===== config.mk =====
export PLATFORM = sky130hd
export DESIGN_NAME = ffsa_ctrl
export DESIGN_NICKNAME = d
export VERILOG_FILES = /design/src/hw/rtl/ffsa_pkg.sv /design/src/hw/rtl/ffsa_ctrl.sv
export SDC_FILE = /design/constraint.sdc
export NUM_CORES = 1
export LEC_CHECK = 0
export BUFFER_PORTS_ARGS = -buffer_cell sky130_fd_sc_hd__buf_4
export CORE_AREA = 3 3 40 42
export CTS_CLUSTER_SIZE = 28
export DETAILED_ROUTE_END_ITERATION = 10
export DIE_AREA = 0 0 43 45
export SLEW_MARGIN = 15
export SYNTH_ARGS = -nofsm -noshare
export SYNTH_HDL_FRONTEND = slang
export SYNTH_SLANG_ARGS = --single-unit

===== constraint.sdc =====
create_clock -name clk -period 2.8 [get_ports clk]
set_clock_uncertainty 0.1 [all_clocks]
set_input_delay 0.14 -clock clk [delete_from_list [all_inputs] [get_ports clk]]
set_output_delay 0.14 -clock clk [all_outputs]
set_load 0.02 [all_outputs]

===== src/hw/rtl/ffsa_pkg.sv =====
// Shared types and constants for the first-fit spectrum allocator
package ffsa_pkg;

    localparam int NUM_LINKS = 64;
    localparam int SLOTS     = 320;
    localparam int MAX_HOPS  = 16;

    localparam int LINK_W  = 6;
    localparam int SLOT_W  = 9;
    localparam int HOP_W   = $clog2(MAX_HOPS + 1);
    localparam int HIDX_W  = (MAX_HOPS > 1) ? $clog2(MAX_HOPS) : 1;
    localparam int WORD_W  = 64;
    localparam int NWORDS  = (SLOTS + WORD_W - 1) / WORD_W;
    localparam int WIDX_W  = (NWORDS > 1) ? $clog2(NWORDS) : 1;
    localparam int MADDR_W = $clog2(NUM_LINKS * NWORDS);

    localparam logic OP_CHECK  = 1'b0;
    localparam logic OP_ASSIGN = 1'b1;

    typedef struct packed {
        logic              opcode;
        logic [LINK_W-1:0] link_index;
        logic [SLOT_W-1:0] slots_needed;
        logic              last_link;
    } ffsa_in_t;

    typedef struct packed {
        logic              found;
        logic [SLOT_W-1:0] start_slot;
    } ffsa_out_t;

    // Controller to datapath commands
    typedef struct packed {
        logic              latch_item;  // capture input item, clear word counter
        logic              rd_word;     // issue map read for current word
        logic              rd_path;     // read addresses the stored path link
        logic              and_word;    // AND returned word into common mask
        logic              store_link;  // append link to path list
        logic              scan_step;   // one slot of the first-fit scan
        logic              wr_word;     // read-modify-write step of assignment
        logic              next_word;   // advance word counter
        logic              next_hop;    // advance hop counter, reset word counter
        logic              clear_req;   // end of request
    } ffsa_cmd_t;

    // Datapath to controller status
    typedef struct packed {
        logic link_ok;     // item's link is stored and used
        logic last;        // item closes its request
        logic last_word;   // word counter on final word
        logic scan_done;   // scan has finished
        logic found;       // a block was found
        logic assign_op;   // last item asked to assign
        logic hops_left;   // more stored hops to write
    } ffsa_sts_t;

endpackage


===== src/hw/rtl/ffsa_ctrl.sv =====
// Controller state machine sequencing link, scan and assign phases
module ffsa_ctrl
    import ffsa_pkg::*;
(
    input  logic      clk,
    input  logic      rst_n,
    input  logic      in_valid,
    output logic      in_ready,
    output logic      out_valid,
    input  logic      out_ready,
    input  ffsa_sts_t sts,
    output ffsa_cmd_t cmd
);

    typedef enum logic [2:0] {
        S_IDLE, S_RD, S_AND, S_SCAN, S_WRD, S_WWR, S_OUT
    } state_t;

    state_t state_reg, state_next;
    logic   out_valid_reg, out_valid_next;

    assign in_ready  = (state_reg == S_IDLE);
    assign out_valid = out_valid_reg;

    always_comb
    begin
        state_next     = state_reg;
        out_valid_next = out_valid_reg;
        cmd            = '0;
        if (out_valid_reg && out_ready)
        begin
            out_valid_next = 1'b0;
        end
        case (state_reg)
            S_IDLE:
            begin
                if (in_valid)
                begin
                    cmd.latch_item = 1'b1;
                    state_next     = S_RD;
                end
            end
            S_RD:
            begin
                if (sts.link_ok)
                begin
                    cmd.rd_word = 1'b1;
                    state_next  = S_AND;
                end
                else
                begin
                    state_next = sts.last ? S_SCAN : S_IDLE;
                end
            end
            S_AND:
            begin
                cmd.and_word = 1'b1;
                if (sts.last_word)
                begin
                    cmd.store_link = 1'b1;
                    state_next     = sts.last ? S_SCAN : S_IDLE;
                end
                else
                begin
                    cmd.next_word = 1'b1;
                    state_next    = S_RD;
                end
            end
            S_SCAN:
            begin
                cmd.scan_step = 1'b1;
                if (sts.scan_done)
                begin
                    cmd.scan_step = 1'b0;
                    state_next = (sts.found && sts.assign_op) ? S_WRD : S_OUT;
                end
            end
            S_WRD:
            begin
                if (sts.hops_left)
                begin
                    cmd.rd_word = 1'b1;
                    cmd.rd_path = 1'b1;
                    state_next  = S_WWR;
                end
                else
                begin
                    state_next = S_OUT;
                end
            end
            S_WWR:
            begin
                cmd.wr_word = 1'b1;
                if (sts.last_word)
                begin
                    cmd.next_hop = 1'b1;
                end
                else
                begin
                    cmd.next_word = 1'b1;
                end
                state_next = S_WRD;
            end
            S_OUT:
            begin
                if (!out_valid_reg || out_ready)
                begin
                    out_valid_next = 1'b1;
                    cmd.clear_req  = 1'b1;
                    state_next     = S_IDLE;
                end
            end
            default:
            begin
                state_next = S_IDLE;
            end
        endcase
    end

    always_ff @(posedge clk or negedge rst_n)
    begin
        if (!rst_n)
        begin
            state_reg     <= S_IDLE;
            out_valid_reg <= 1'b0;
        end
        else
        begin
            state_reg     <= state_next;
            out_valid_reg <= out_valid_next;
        end
    end

`ifndef SYNTH
    a_out_hold: assert property (@(posedge clk) disable iff (!rst_n)
        (out_valid_reg && !out_ready) |=> out_valid_reg)
        else $error("result dropped");
    a_one_phase: assert property (@(posedge clk) disable iff (!rst_n)
        $onehot0({cmd.rd_word && (state_reg == S_RD), cmd.scan_step, cmd.wr_word}))
        else $error("overlapping phases");
    a_wr_after_rd: assert property (@(posedge clk) disable iff (!rst_n)
        cmd.wr_word |-> $past(state_reg == S_WRD))
        else $error("write without read");
`endif

endmodule


==> key figures <==
Clock network
  • H-tree depth: 1
  • Post-CTS resize count: 0
  • Bufs on Longest Clock Path: 2
  • Clk slew on worst S/H paths: 0.04 ns
  • Clk Latency, worst-skew pair: 0.23 ns
  • # clock sinks: 4
  • Cts bufs inserted: 3
  • CTS tree: yes
  • Root buffer cell: clkbuf_4

Power
  • Switching Power: 0.000253 W
  • Switch share: 46.7%
  • Clock power frac: 13.0%
  • Cell Pwr Density: 904 mW/mm2
  • Pleak: 0.295 nW
  • Logic pwr share: 57.5%
  • Sequential power share: 29.5%
  • VDD IR-drop max: 0.383 mV
  • Internal power: 0.000289 W

Logic synthesis
  • Number of synthesized flops with an enable pin: 0
  • Post-Syn Nets: 60
  • Seq/Total Area, Yosys: 23.6%
  • Seq cells post-synth: 4
  • Ys async rst share: 100%
  • Yosys cell types: 28
  • Mapped cell area: 424 um2
  • Primary FF master, synth: dfrtp_1
  • Ys Warns: 0
  • Syn Inst Count: 49
  • Avg Cell Area, Syn: 8.66 um2

Timing
  • TNS Setup: 0 ns
  • Period utilization: 61.4%
  • Fin crit period: 1.72 ns
  • Rel. slew slack: 62.3%
  • Fin. Hold Viols: 0
  • RSZ-0062 raised after global routing: no
  • Worst Max-Slew Pin Slew: 0.565 ns
  • # setup viols final: 0
  • FMAX: 582 MHz
  • Fin. max-slew vios: 0

Run
  • Max cap viols: 0

Route
  • Routed Antenna Nets: 0
  • Via count: 424
  • Drt pass-1 iters: 4
  • Post-DR wirelength/cell: 11.8 um
  • Final WL: 1020 um
  • Vias/cell: 4.93
  • DRC viols: 0
  • Initial drt markers: 11

Final layout
  • Layout Utilization: 46.6%
  • Most common cell after layout, fill and taps aside: buf_4
  • Most frequent cells in the layout: buf_4 (22), nand2_1 (4), dfrtp_1 (4)
  • Sequential Area: 100 um2
  • Share of layout cells above drive strength 1: 45.1%
  • Design area: 599 um2
  • Area of the multi-input gates: 275 um2
  • FILL cells: 133
  • Largest register FFs: 3
  • NumNets Final: 84
  • ANT cells: 0
  • Synth-to-layout area growth: 41.3%

Place
  • GPL Wtd Cong: 0.719
  • PortBufs: 22
  • Post-DP HPWL: 739 um
  • Placed inst area: 567 um2

Run status
  • Status: finished, final reports clean

Floorplan
  • Die footprint: 0.00194 mm2
  • Die width: 43 um
  • Initial Utilization: 33.0%
  • Boundary Pins: 23
  • Rows: 13
  • Placeable Area: 0.00128 mm2
  • Die Ht: 45 um

Worst setup path
  • Worst reg2reg path depth: 3
  • Worst setup path category: reg2out
  • Startpoint types: register
  • Required @ worst endpoint: 2.56 ns
  • Worst Path Arrival: 1.48 ns
  • Worst-path fanout max: 20
  • Type of destination of the critical path: output pin

GRT
  • GRT Total Usage: 10.6%
  • Initial antenna violation count: 0
  • First-pass GRT wire length: 1520 um
  • Largest net degree at the start of global routing: 21
  • Vias in the first global route: 355
  • Grt total ovfl: 0

Hold path
  • Min-Delay Path Depth: 2
  • Hold/Removal Path Class: in2reg
## path summary, 6_finish.rpt
kind	end	startpoint	slack (ns)
worst max-delay path	cmd[8]	state_reg[2]	1.08
worst min-delay path	state_reg[2]	sts[3]	0.06
worst max register to register	state_reg[0]	state_reg[2]	1.27
worst min register to register	out_valid	out_valid	0.46
max in group asynchronous	state_reg[1]	rst_n	2.36
min in group asynchronous	out_valid	rst_n	0.14
## power by group through the flow
| stage | combinational [W] | clock (W) | sequential [W] |
|---|---|---|---|
| 2_1_floorplan | 0.000290 | 0 | 0.000105 |
| 5_1_grt | 0.000337 | 0.0000769 | 0.000168 |
| 6_report | 0.000312 | 0.0000702 | 0.000160 |
| 3_3_place_gp | 0.000313 | 0 | 0.000159 |
| 3_5_place_dp | 0.000312 | 0 | 0.000160 |
| 4_1_cts | 0.000315 | 0.0000747 | 0.000159 |
## cell families (layout without fill, tap and decap cells)
logic type             after synthesis  after routing  synth area share (%)
AND/OR/NAND/NOR                     28             28                  46.3
AO/OA/AOI/OAI                       11             11                  18.6
buffers and inverters                6             28                  11.5
flip-flops                           4              4                  23.6
## through the flow
step | cells | power, W | setup WS [ns] | hold WS (ns)
floorplan | 49 | 0.000394 | 1.26 | -0.256
global placement | 82 | 0.000472 | 1.31 | -0.163
detailed placement | 82 | 0.000472 | 1.27 | -0.163
CTS | 86 | 0.000549 | 1.07 | 0.0577
global route | 86 | 0.000582 | 0.947 | 0.0588
finish | 86 | 0.000542 | 1.08 | 0.0641
## cell usage after synthesis (2+ instances only)
cell | count | area share [%]
and3_1 | 2 | 2.9
o21ai_1 | 2 | 2.4
nand2b_1 | 2 | 2.9
and4bb_2 | 2 | 5.9
a32oi_1 | 2 | 4.1
nand2_1 | 4 | 3.5
nor2_1 | 3 | 2.7
and2b_1 | 2 | 3.5
and2_1 | 3 | 4.4
nor3_2 | 2 | 4.7
dfrtp_1 | 4 | 24
buf_6 | 3 | 8.0
inv_1 | 2 | 1.8
nor3b_2 | 2 | 5.9
## layer usage
metal	wire [um]	track usage [%]	vias up
met2	432	14.4	19
met1	484	14.8	181
met3	86	3.59	2
met5	0	0	-
li1	-	-	222
met4	12	5.42	0
## timing repair
action                    CTS  global route
hold endpoints to repair    4             0
buffers inserted            0             0
hold buffers                1             0
## area by class of cell
class / instances / share of cell area (%)
Clock buffer: 3 / 3.76
Inverter: 2 / 1.25
Multi-Input combinational cell: 39 / 45.9
Sequential cell: 4 / 16.7
Tap cell: 15 / 3.13
Timing Repair Buffer: 23 / 29.2
## critical path, cell delays in order, from the launching register on
cell and delay, ns:
dfrtp_1 0.69, nand2_1 0.14, o21a_1 0.19, nor2_1 0.08, buf_4 0.15
Note: power is estimated with default switching activity, not from simulation.
